===== config.mk =====
export PLATFORM = sky130hd
export DESIGN_NAME = multi_channel_reload_timer_bank_core
export DESIGN_NICKNAME = d
export VERILOG_FILES = /design/src/hdl/mcrt_pkg.sv /design/src/hdl/mcrt_cell.sv /design/src/hdl/multi_channel_reload_timer_bank_core.sv
export VERILOG_INCLUDE_DIRS = /design/src /design/src/hdl
export SDC_FILE = /design/constraint.sdc
export NUM_CORES = 1
export LEC_CHECK = 0
export BUFFER_PORTS_ARGS = -buffer_cell sky130_fd_sc_hd__buf_2
export CAP_MARGIN = 0
export CORE_MARGIN = 1
export CORE_UTILIZATION = 60
export DETAILED_ROUTE_END_ITERATION = 10
export PLACE_DENSITY_LB_ADDON = 0.1
export SETUP_SLACK_MARGIN = 0.5
export SKIP_CTS_REPAIR_TIMING = 1
export SYNTH_ARGS = -nofsm -noshare
export SYNTH_HDL_FRONTEND = slang
export SYNTH_SLANG_ARGS = --single-unit

===== constraint.sdc =====
create_clock -name clk -period 3.7 [get_ports clk]
set_input_delay 0.185 -clock clk [delete_from_list [all_inputs] [get_ports clk]]
set_output_delay 0.185 -clock clk [all_outputs]
set_load 0.02 [all_outputs]

===== src/hdl/multi_channel_reload_timer_bank_core_defines.svh =====
// Assertion helpers shared by the timer bank RTL.
// Each macro expects a clock named clk and an active-low reset named rst_n.
`ifndef MULTI_CHANNEL_RELOAD_TIMER_BANK_CORE_DEFINES_SVH
`define MULTI_CHANNEL_RELOAD_TIMER_BANK_CORE_DEFINES_SVH

// The consequent must hold in the same cycle as the antecedent.
`define MCRT_ASSERT_SAME(label, ante, cons, msg) \
    label: assert property (@(posedge clk) disable iff (!rst_n) (ante) |-> (cons)) \
        else $error(msg);

// The consequent must hold in the cycle after the antecedent.
`define MCRT_ASSERT_NEXT(label, ante, cons, msg) \
    label: assert property (@(posedge clk) disable iff (!rst_n) (ante) |=> (cons)) \
        else $error(msg);

`endif


===== src/hdl/mcrt_pkg.sv =====
`default_nettype none

package mcrt_pkg;

    // Operation codes carried in the func field.
    localparam logic [2:0] FUNC_TICK  = 3'd0;
    localparam logic [2:0] FUNC_SET   = 3'd1;
    localparam logic [2:0] FUNC_KILL  = 3'd2;
    localparam logic [2:0] FUNC_TEST  = 3'd3;
    localparam logic [2:0] FUNC_READY = 3'd4;

    // Result kinds.
    localparam logic KIND_ANSWER = 1'b0;
    localparam logic KIND_EVENT  = 1'b1;

    // Broadcast control from the sequencer to every timer cell.
    typedef struct packed {
        logic tick;        // count down all armed cells with a nonzero count
        logic set;         // arm the selected cell
        logic kill;        // disarm the selected cell
        logic cb;          // callback mode for a set
        logic load;        // place the scan token on the selected cell
        logic shift;       // move the token one cell up
        logic take_flag;   // clear the timeout flag under the token
        logic take_event;  // clear the pending event under the token
    } cell_ctl_t;

endpackage

`default_nettype wire


===== src/hdl/mcrt_cell.sv =====
`default_nettype none

module mcrt_cell
    import mcrt_pkg::*;
#(
    parameter int COUNT_BITS = 32
)
(
    input  wire logic                  clk,
    input  wire logic                  rst_n,
    input  wire cell_ctl_t             ctl,
    input  wire logic                  sel,
    input  wire logic [COUNT_BITS-1:0] ival,
    input  wire logic                  tok_in,
    output logic                       tok,
    output logic                       rdy,
    output logic                       ev
);

    logic                  en_reg, en_next;
    logic [COUNT_BITS-1:0] cnt_reg, cnt_next;
    logic [COUNT_BITS-1:0] rel_reg, rel_next;
    logic                  cbm_reg, cbm_next;
    logic                  flag_reg, flag_next;
    logic                  evp_reg, evp_next;
    logic                  tok_reg, tok_next;

    // Timer state update for one transaction or scan step.
    always_comb
    begin
        en_next   = en_reg;
        cnt_next  = cnt_reg;
        rel_next  = rel_reg;
        cbm_next  = cbm_reg;
        flag_next = flag_reg;
        evp_next  = evp_reg;

        if (ctl.set && sel)
        begin
            en_next   = 1'b1;
            cnt_next  = ival;
            rel_next  = ival;
            cbm_next  = ctl.cb;
            flag_next = 1'b0;
        end

        if (ctl.kill && sel)
        begin
            en_next = 1'b0;
        end

        // A count of one expires on this tick and reloads.
        if (ctl.tick && en_reg && (cnt_reg != '0))
        begin
            if (cnt_reg == COUNT_BITS'(1))
            begin
                cnt_next = rel_reg;
                if (cbm_reg)
                begin
                    evp_next = 1'b1;
                end
                else
                begin
                    flag_next = 1'b1;
                end
            end
            else
            begin
                cnt_next = cnt_reg - COUNT_BITS'(1);
            end
        end

        if (ctl.take_flag && tok_reg)
        begin
            flag_next = 1'b0;
        end

        if (ctl.take_event && tok_reg)
        begin
            evp_next = 1'b0;
        end
    end

    // On a load the token lands here or is cleared; on a shift it comes from the cell below; else it stays.
    always_comb
    begin
        tok_next = tok_reg;
        if (ctl.load)
        begin
            tok_next = sel;
        end
        else if (ctl.shift)
        begin
            tok_next = tok_in;
        end
    end

    always_ff @(posedge clk or negedge rst_n)
    begin
        if (!rst_n)
        begin
            en_reg   <= 1'b0;
            cnt_reg  <= '0;
            rel_reg  <= '0;
            cbm_reg  <= 1'b0;
            flag_reg <= 1'b0;
            evp_reg  <= 1'b0;
            tok_reg  <= 1'b0;
        end
        else
        begin
            en_reg   <= en_next;
            cnt_reg  <= cnt_next;
            rel_reg  <= rel_next;
            cbm_reg  <= cbm_next;
            flag_reg <= flag_next;
            evp_reg  <= evp_next;
            tok_reg  <= tok_next;
        end
    end

    assign tok = tok_reg;
    assign rdy = en_reg && flag_reg;
    assign ev  = evp_reg;

endmodule

`default_nettype wire


===== src/hdl/multi_channel_reload_timer_bank_core.sv =====
// Set and kill are applied on acceptance; test passes through a test state that emits its result.
// Get-ready walks a scan token up from the saved pointer, one timer cell per cycle.
// Tick walks the token up from cell zero to the last expiring callback timer.
// One transaction is in work at a time; results wait in an output register, and output stalls
// stall the sequencer. Reset (asynchronous, active low) disarms all timers, clears counts, flags,
// the pointer and the output register.
`default_nettype none

`include "multi_channel_reload_timer_bank_core_defines.svh"

module multi_channel_reload_timer_bank_core
    import mcrt_pkg::*;
#(
    parameter int NUM_TIMERS = 4,
    parameter int COUNT_BITS = 32
)
(
    input  wire logic        clk,
    input  wire logic        rst_n,
    input  wire logic        in_valid,
    output logic             in_stall,
    input  wire logic [2:0]  func,
    input  wire logic [1:0]  timer_id,
    input  wire logic [31:0] interval,
    input  wire logic        use_callback,
    output logic             out_valid,
    input  wire logic        out_stall,
    output logic             kind,
    output logic [2:0]       which_timer,
    output logic             hit,
    output logic             last
);

    localparam int PW = $clog2(NUM_TIMERS + 1);
    localparam logic [PW-1:0] N_IDX = PW'(NUM_TIMERS);

    typedef enum logic [3:0] {
        S_IDLE  = 4'b0001,
        S_TEST  = 4'b0010,
        S_SCAN  = 4'b0100,
        S_EVENT = 4'b1000
    } state_t;

    state_t          state_reg, state_next;
    logic [PW-1:0]   ptr_reg, ptr_next;
    logic [PW-1:0]   idx_reg, idx_next;
    logic [1:0]      id_reg, id_next;

    logic            out_valid_reg, out_valid_next;
    logic            kind_reg, hit_reg, last_reg;
    logic [2:0]      which_reg;

    cell_ctl_t               ctl;
    logic [NUM_TIMERS-1:0]   sel_vec;
    logic [NUM_TIMERS-1:0]   tok_vec;
    logic [NUM_TIMERS-1:0]   rdy_vec;
    logic [NUM_TIMERS-1:0]   ev_vec;
    logic [COUNT_BITS-1:0]   ival;

    logic            accept;
    logic            slot_free;
    logic            cur_rdy;
    logic            cur_ev;
    logic            others_ev;
    logic [PW-1:0]   ptr_wrap;

    logic            emit;
    logic            e_kind;
    logic [2:0]      e_which;
    logic            e_hit;
    logic            e_last;

    assign in_stall  = (state_reg != S_IDLE);
    assign accept    = in_valid && (state_reg == S_IDLE);
    assign slot_free = !out_valid_reg || !out_stall;
    assign cur_rdy   = |(tok_vec & rdy_vec);
    assign cur_ev    = |(tok_vec & ev_vec);
    assign others_ev = |(ev_vec & ~tok_vec);
    assign ptr_wrap  = (ptr_reg >= N_IDX) ? '0 : ptr_reg;
    assign ival      = COUNT_BITS'(interval);

    // Cell select: the addressed timer, the scan start, or cell zero for a tick or other code.
    always_comb
    begin
        for (int i = 0; i < NUM_TIMERS; i++)
        begin
            unique case (func) inside
                FUNC_SET, FUNC_KILL, FUNC_TEST: sel_vec[i] = (int'(timer_id) == i);
                FUNC_READY:                     sel_vec[i] = (int'(ptr_wrap) == i);
                default:                        sel_vec[i] = (i == 0);
            endcase
        end
    end

    // Row of timer cells; the scan token climbs from each cell to the next.
    for (genvar g = 0; g < NUM_TIMERS; g++)
    begin : g_cell
        logic tok_in;
        if (g == 0)
        begin : g_first
            assign tok_in = 1'b0;
        end
        else
        begin : g_rest
            assign tok_in = tok_vec[g-1];
        end

        mcrt_cell #(
            .COUNT_BITS (COUNT_BITS)
        ) u_cell (
            .clk    (clk),
            .rst_n  (rst_n),
            .ctl    (ctl),
            .sel    (sel_vec[g]),
            .ival   (ival),
            .tok_in (tok_in),
            .tok    (tok_vec[g]),
            .rdy    (rdy_vec[g]),
            .ev     (ev_vec[g])
        );
    end

    // Sequencer: takes one transaction at a time, walks the token for get-ready and tick, and emits results.
    always_comb
    begin
        state_next = state_reg;
        ptr_next   = ptr_reg;
        idx_next   = idx_reg;
        id_next    = id_reg;
        ctl        = '0;
        ctl.cb     = use_callback;
        emit       = 1'b0;
        e_kind     = KIND_ANSWER;
        e_which    = 3'(idx_reg);
        e_hit      = 1'b0;
        e_last     = 1'b1;

        unique case (state_reg)
            S_IDLE:
            begin
                if (accept)
                begin
                    unique case (func)
                        FUNC_TICK:
                        begin
                            ctl.tick   = 1'b1;
                            ctl.load   = 1'b1;
                            idx_next   = '0;
                            state_next = S_EVENT;
                        end
                        FUNC_SET:
                        begin
                            ctl.set = 1'b1;
                        end
                        FUNC_KILL:
                        begin
                            ctl.kill = 1'b1;
                        end
                        FUNC_TEST:
                        begin
                            ctl.load   = 1'b1;
                            id_next    = timer_id;
                            state_next = S_TEST;
                        end
                        FUNC_READY:
                        begin
                            ctl.load   = 1'b1;
                            idx_next   = ptr_wrap;
                            state_next = S_SCAN;
                        end
                        default:
                        begin
                        end
                    endcase
                end
            end

            S_TEST:
            begin
                if (slot_free)
                begin
                    emit          = 1'b1;
                    e_which       = 3'(id_reg);
                    e_hit         = cur_rdy;
                    ctl.take_flag = cur_rdy;
                    state_next    = S_IDLE;
                end
            end

            S_SCAN:
            begin
                if ((idx_reg == N_IDX) || cur_rdy)
                begin
                    // Either the token ran off the top or it sits on a ready timer.
                    if (slot_free)
                    begin
                        emit          = 1'b1;
                        e_hit         = cur_rdy;
                        ctl.take_flag = cur_rdy;
                        ptr_next      = idx_reg;
                        state_next    = S_IDLE;
                    end
                end
                else
                begin
                    ctl.shift = 1'b1;
                    idx_next  = idx_reg + PW'(1);
                end
            end

            S_EVENT:
            begin
                if (ev_vec == '0)
                begin
                    state_next = S_IDLE;
                end
                else if (cur_ev)
                begin
                    if (slot_free)
                    begin
                        emit           = 1'b1;
                        e_kind         = KIND_EVENT;
                        e_last         = !others_ev;
                        ctl.take_event = 1'b1;
                        ctl.shift      = 1'b1;
                        idx_next       = idx_reg + PW'(1);
                        if (!others_ev)
                        begin
                            state_next = S_IDLE;
                        end
                    end
                end
                else
                begin
                    ctl.shift = 1'b1;
                    idx_next  = idx_reg + PW'(1);
                end
            end

            default:
            begin
                state_next = S_IDLE;
            end
        endcase
    end

    // The output register holds a result while the output is stalled.
    assign out_valid_next = emit || (out_valid_reg && out_stall);

    always_ff @(posedge clk or negedge rst_n)
    begin
        if (!rst_n)
        begin
            state_reg     <= S_IDLE;
            ptr_reg       <= '0;
            idx_reg       <= '0;
            id_reg        <= '0;
            out_valid_reg <= 1'b0;
        end
        else
        begin
            state_reg     <= state_next;
            ptr_reg       <= ptr_next;
            idx_reg       <= idx_next;
            id_reg        <= id_next;
            out_valid_reg <= out_valid_next;
        end
    end

    // Result payload, loaded only when a new result is produced.
    always_ff @(posedge clk or negedge rst_n)
    begin
        if (!rst_n)
        begin
            kind_reg  <= 1'b0;
            which_reg <= '0;
            hit_reg   <= 1'b0;
            last_reg  <= 1'b0;
        end
        else if (emit)
        begin
            kind_reg  <= e_kind;
            which_reg <= e_which;
            hit_reg   <= e_hit;
            last_reg  <= e_last;
        end
    end

    assign out_valid   = out_valid_reg;
    assign kind        = kind_reg;
    assign which_timer = which_reg;
    assign hit         = hit_reg;
    assign last        = last_reg;

    // At most one cell holds the scan token.
    `MCRT_ASSERT_SAME(a_tok_onehot, 1'b1, $onehot0(tok_vec), "scan token in more than one cell")
    // The get-ready pointer never goes beyond one past the last timer.
    `MCRT_ASSERT_SAME(a_ptr_range, 1'b1, ptr_reg <= N_IDX, "scan pointer out of range")
    // Events are emitted in order, so none may remain once the token has left.
    `MCRT_ASSERT_SAME(a_ev_behind, (state_reg == S_EVENT) && (tok_vec == '0), ev_vec == '0,
                      "expiry event left behind the scan token")
    // An emitted result is presented on the next cycle.
    `MCRT_ASSERT_NEXT(a_emit_shows, emit, out_valid_reg, "emitted result not presented")

endmodule

`default_nettype wire


==> results of run 1 <==
[synthesized netlist by cell type, drive strengths merged, types with 6 or more instances]
master / count / area share
a21o: 17 / 0.0075
nand3b: 6 / 0.0027
clkbuf: 94 / 0.021
nand3: 59 / 0.017
o211ai: 30 / 0.013
a31oi: 27 / 0.010
buf: 31 / 0.0097
o21a: 8 / 0.0036
o41ai: 7 / 0.0047
nor3b: 6 / 0.0027
xor2: 36 / 0.019
nor2b: 11 / 0.0041
and4: 7 / 0.0036
nor4: 46 / 0.021
dfrtp: 294 / 0.44
a21oi: 94 / 0.028
nand2b: 10 / 0.0037
ha: 14 / 0.010
nand4: 36 / 0.014
a211oi: 23 / 0.010
o31ai: 9 / 0.0040
a22o: 6 / 0.0031
and3: 11 / 0.0041
mux2: 10 / 0.0067
a22oi: 13 / 0.0058
xnor2: 43 / 0.022
a211o: 16 / 0.0083
o21ai: 137 / 0.041
mux2i: 39 / 0.023
a21boi: 11 / 0.0049
nand2: 516 / 0.11
o22ai: 13 / 0.0048
or3: 13 / 0.0048
nor2: 105 / 0.024
nor3: 65 / 0.020
and2: 15 / 0.0055
a221o: 17 / 0.010
or4: 23 / 0.010
nor4b: 6 / 0.0038
inv: 34 / 0.0075
[cells by family (layout without fill, tap and decap cells)]
family,after synthesis,after routing,share of synthesized area
AOI/OAI and AO/OA,472,472,0.1822
xor gates and xnor gates,79,79,0.04091
adders and majority gates,14,14,0.01036
buffers and inverters,159,197,0.03810
DFF,295,295,0.4366
muxes,49,49,0.02974
other,0,2,0
and+or+nand+nor,949,949,0.2621
[stage by stage]
stage,hold WS (ns),instances,util
CTS,-0.2378,2431,0.6720
global route,0.004450,2433,0.6728
floorplan,-0.1106,2017,-
detailed placement,0.3018,2377,0.6348
global placement,0.2978,2377,0.6348
finish,-0.001193,2435,0.6730
[critical path, delay by kind of cell, from the launching register on]
family	cells	cell delay, ns
AND/OR/NAND/NOR	2	1.22
AO/OA/AOI/OAI	3	0.84
flip-flops	1	0.40
buffers and inverters	1	0.35
[where the power goes]
group / switching (mW) / internal (mW) / total, mW
sequential: 1.29 / 4.39 / 5.68
combinational: 2.67 / 1.91 / 4.58
clock: 1.34 / 1.86 / 3.20
[cell type report]
cell class,instances,area share
sequential,295,0.3949
clock buffer,47,0.05079
antenna,2,0.0002677
tap,378,0.02530
clock inverter,7,0.004551
multi-input combinational,1563,0.4780
inverter,34,0.006826
timing repair buffer,109,0.03935
[worst max-delay path by stage]
stage | startpoint | to | cells after the start
after detailed placement | g_cell[0].u_cell.cnt_reg[20] | g_cell[0].u_cell.cnt_reg[27] | 7
final | g_cell[1].u_cell.cnt_reg[19] | g_cell[1].u_cell.cnt_reg[23] | 6
after global placement | g_cell[0].u_cell.cnt_reg[20] | g_cell[0].u_cell.cnt_reg[5] | 7
after floorplan | g_cell[0].u_cell.cnt_reg[20] | g_cell[0].u_cell.cnt_reg[4] | 7
after CTS | g_cell[0].u_cell.cnt_reg[20] | g_cell[0].u_cell.cnt_reg[24] | 7
after global routing | g_cell[1].u_cell.cnt_reg[9] | g_cell[1].u_cell.cnt_reg[24] | 6
[per-layer routing]
metal	part of all wire	vias up	GRT usage
met5	0.00046	-	0
met4	0.041	4	0.1594
met3	0.10	125	0.08628
met2	0.43	720	0.5273
met1	0.43	7469	0.5177
li1	-	7249	-
==> flow_summary.json, run 1 <==
{
  "status": "finished with violations",
  "violations": "negative hold slack",
  "fin_hold_ws_ns": -0.001193,
  "firstDrtPassIters": 6,
  "dp_worst_setup_slack_ns": 0.8198,
  "coreArea_mm2": 0.02778,
  "io_pins": 50,
  "worst_hold_startpoint": "interval[0]",
  "grt_usage": 0.3638,
  "placed_cell_area_mm2": 0.01763,
  "cts_tree": "done",
  "place_congestion": 0.9522,
  "rr_startpoint": "g_cell[1].u_cell.cnt_reg[19]",
  "row_count": 61,
  "cp.arrival_ns": 3.33,
  "syn_area_per_cell_um2": 8.384,
  "routed_wl_um": 51650,
  "hold_end": "g_cell[1].u_cell.rel_reg[0]",
  "fin_crit_ns": 2.942,
  "num_vias": 15570,
  "hold_violations": 1,
  "hold_path_depth": 3,
  "ir_drop_mv": 0.4651,
  "path_class": "flip-flop to flip-flop",
  "die_area_mm2": 0.02886,
  "synth.distinct_cells": 81,
  "p_leak_nw": 8.526,
  "grt_max_degree": 106,
  "start_kind": "flip-flop",
  "antenna_left": 0,
  "overflow": 0,
  "clock.fmax_mhz": 339.9,
  "drc_errors": 0,
  "required_ns": 4.09,
  "synth_edf_count": 0,
  "slew_headroom": 0.3104,
  "seq_area_mm2": 0.007383,
  "drt_iter0_drc": 1700,
  "cap_violations": 0,
  "via_per_inst": 6.393,
  "fillers": 2393,
  "antenna_found_initial": 3,
  "worstReg2RegEnd": "g_cell[1].u_cell.cnt_reg[23]",
  "worstPathCellList": "or4_1 > nor4_4 > a41oi_1 > buf_4 > a211oi_1 > a31oi_1",
  "worst_slew_pin_slew_ns": 1.032,
  "setup-tns-final_ns": 0,
  "slowest_stage": "or4_1",
  "async_reset_ff_frac": 1.000,
  "start_util": 0.6087,
  "cts.clk_slew.worst_paths_ns": 0.06,
  "power.density_mw_per_mm2": 720.2,
  "p_total_mw": 13.46,
  "final_common_cell": "nand2_1",
  "cp_max_fo": 9,
  "routedWlPerCell_um": 21.21,
  "synth_sequential_area_ratio": 0.4366,
  "grt_pass1_wl_um": 80910,
  "grt_setup_unrepaired": "false",
  "final_cell_mix": "516 x nand2_1, 294 x dfrtp_1, 131 x o21ai_0",
  "worstSetupEndpointType": "flip-flop",
  "design_area_mm2": 0.01870,
  "syn_nets": 2073,
  "r2r_cells": 6,
  "die_h_um": 169.9,
  "ys.flop_type": "dfrtp_1",
  "critPathMaxStageDelay_ns": 0.69,
  "post-dp-hpwl_um": 34470,
  "ctsLongestPathBuffers": 3,
  "drive_gt1_frac": 0.09781,
  "hold_path.class": "input port to flip-flop",
  "cts_made_buffers": 34,
  "synth_area_mm2": 0.01691,
  "clk-insertion-delay-late_ns": 0.53,
  "rrSetupSlack_ns": 0.76,
  "setup-violations-final": 0,
  "syn_inst": 2017,
  "nNetsFinal": 2093,
  "grt_pass1_vias": 14500,
  "syn2layout_area_growth_pct": 10.56,
  "htreeDepth": 2,
  "layout_setup_ws_ns": 0.7580,
  "cts_root_buf": "clkbuf_16",
  "ys_ff_latch": 295,
  "die_w_um": 169.9,
  "yosysWarnings": 0,
  "numPortBuffers": 49,
  "cts.sinks": 295,
  "min_period_over_period": 0.7951,
  "slew_violations": 0,
  "multi_input_area_mm2": 0.008937,
  "skew_ns": 0.02298
}
Power figures use the tool's default switching activity.
==> inputs of run 2 (changes only) <==
==> constraint.sdc (replaced) <==
create_clock -name clk -period 3 [get_ports clk]
set_input_delay 0.15 -clock clk [delete_from_list [all_inputs] [get_ports clk]]
set_output_delay 0.15 -clock clk [all_outputs]
set_load 0.02 [all_outputs]
==> run 2 against run 1 <==
Compared with the run above: the flow now finishes without violations; design area is 5.5% higher; final cell count is 3.3% higher; combinational power is 36% higher; power is 29% higher; die area stayed put; critical path depth is 2 higher.
==> flow_summary.json, run 2 (synthesis gave the netlist of run 1 again) <==
{
  "cp.arrival_ns": 2.93,
  "coreArea_mm2": 0.02778,
  "worst_slew_pin_slew_ns": 0.8525,
  "io_pins": 50,
  "dp_cells": 2411,
  "critPathMaxStageDelay_ns": 0.57,
  "multi_input_area_mm2": 0.009221,
  "clk-insertion-delay-late_ns": 0.52,
  "drt_iter0_drc": 1862,
  "cts_made_buffers": 35,
  "numPortBuffers": 49,
  "placed_cell_area_mm2": 0.01793,
  "ir_drop_mv": 0.5645,
  "final_cell_mix": "514 x nand2_1, 291 x dfrtp_1, 129 x o21ai_0",
  "nNetsFinal": 2170,
  "design_area_mm2": 0.01973,
  "clock.fmax_mhz": 392.4,
  "slowest_stage": "or4_4",
  "grt_max_degree": 78,
  "p_leak_nw": 9.029,
  "cts.sinks": 295,
  "utilization": 0.7101,
  "path_class": "flip-flop to flip-flop",
  "cp_max_fo": 21,
  "hold_path.class": "input port to flip-flop",
  "required_ns": 3.38,
  "via_per_inst": 6.428,
  "drive_gt1_frac": 0.1506,
  "place_congestion": 0.9601,
  "grt_setup_unrepaired": "true",
  "die_area_mm2": 0.02886,
  "grt_pass1_vias": 14710,
  "seq_area_mm2": 0.007387,
  "crit_family": "simple AND/OR/NAND/NOR gates",
  "worstPathCellList": "or4_4 > nor4_4 > buf_4 > nand4_1 > buf_4 > clkbuf_16 > o211ai_1 > o21ai_0",
  "layout_setup_ws_ns": 0.4513,
  "fin_hold_ws_ns": 0.002506,
  "power.density_mw_per_mm2": 877.8,
  "syn2layout_area_growth_pct": 16.65,
  "firstDrtPassIters": 5,
  "htreeDepth": 2,
  "cts_tree": "done",
  "final_common_cell": "nand2_1",
  "die_h_um": 169.9,
  "slew_headroom": 0.4264,
  "setup-violations-final": 0,
  "routed_wl_um": 54910,
  "fillers": 2250,
  "final_cell_count_no_fill": 2516,
  "cap_violations": 0,
  "row_count": 61,
  "start_util": 0.6087,
  "grt_usage": 0.3701,
  "cp_common_cell": "buf_4",
  "num_antenna_cells": 0,
  "crit_buf_inv": 3,
  "grt_pass1_wl_um": 82460,
  "worstSetupEndpointType": "flip-flop",
  "drc_errors": 0,
  "antenna_left": 0,
  "antenna_found_initial": 1,
  "status": "finished, final reports clean",
  "overflow": 0,
  "fin_crit_ns": 2.549,
  "min_period_over_period": 0.8496,
  "cts_root_buf": "clkbuf_16",
  "post-dp-hpwl_um": 35590,
  "slew_violations": 0,
  "skew_ns": 0.01190,
  "routedWlPerCell_um": 21.82,
  "ctsLongestPathBuffers": 3,
  "dp_worst_setup_slack_ns": 0.3102,
  "die_w_um": 169.9,
  "num_vias": 16170,
  "cts.clk_slew.worst_paths_ns": 0.06,
  "hold_violations": 0,
  "start_kind": "flip-flop",
  "setup-tns-final_ns": 0,
  "p_total_mw": 17.32
}
[run 2: path summary, 6_finish.rpt]
kind	cells after the start	slack, ns	from	to
max in group asynchronous	3	1.93	rst_n	state_reg[0]
min in group asynchronous	2	0.16	rst_n	g_cell[1].u_cell.cnt_reg[30]
worst min-delay path	3	0.003	interval[4]	g_cell[0].u_cell.rel_reg[4]
worst max register to register	8	0.45	g_cell[2].u_cell.cnt_reg[26]	g_cell[2].u_cell.cnt_reg[11]
worst max-delay path	8	0.45	g_cell[2].u_cell.cnt_reg[26]	g_cell[2].u_cell.cnt_reg[11]
worst min register to register	2	0.47	g_cell[3].u_cell.rel_reg[30]	g_cell[3].u_cell.rel_reg[30]
[run 2: final cells by class]
type | instances | share of cell area
inverter | 34 | 0.006469
timing repair buffer | 184 | 0.07357
multi-input combinational | 1564 | 0.4674
clock inverter | 8 | 0.002727
tap | 378 | 0.02397
sequential | 295 | 0.3745
clock buffer | 53 | 0.05137
[run 2: per-layer routing]
metal	GRT usage	wire length [um]	vias to the layer above
met5	0	12	-
met3	0.05209	4295	108
li1	-	-	7396
met2	0.5608	24560	722
met4	0.1332	1937	2
met1	0.5405	24100	7945
[run 2: worst register-to-register path: stages (launching register included)]
cell and delay, ns:
dfrtp_2 0.45, or4_4 0.57, nor4_4 0.22, buf_4 0.17
nand4_1 0.27, buf_4 0.26, clkbuf_16 0.18, o211ai_1 0.18
o21ai_0 0.12
[run 2: report_power, final]
group / internal [mW] / total, mW / leakage, nW / switching [mW]
combinational: 2.68 / 6.23 / 4.74 / 3.55
sequential: 5.41 / 7.07 / 3.77 / 1.66
clock: 2.34 / 4.01 / 0.524 / 1.68
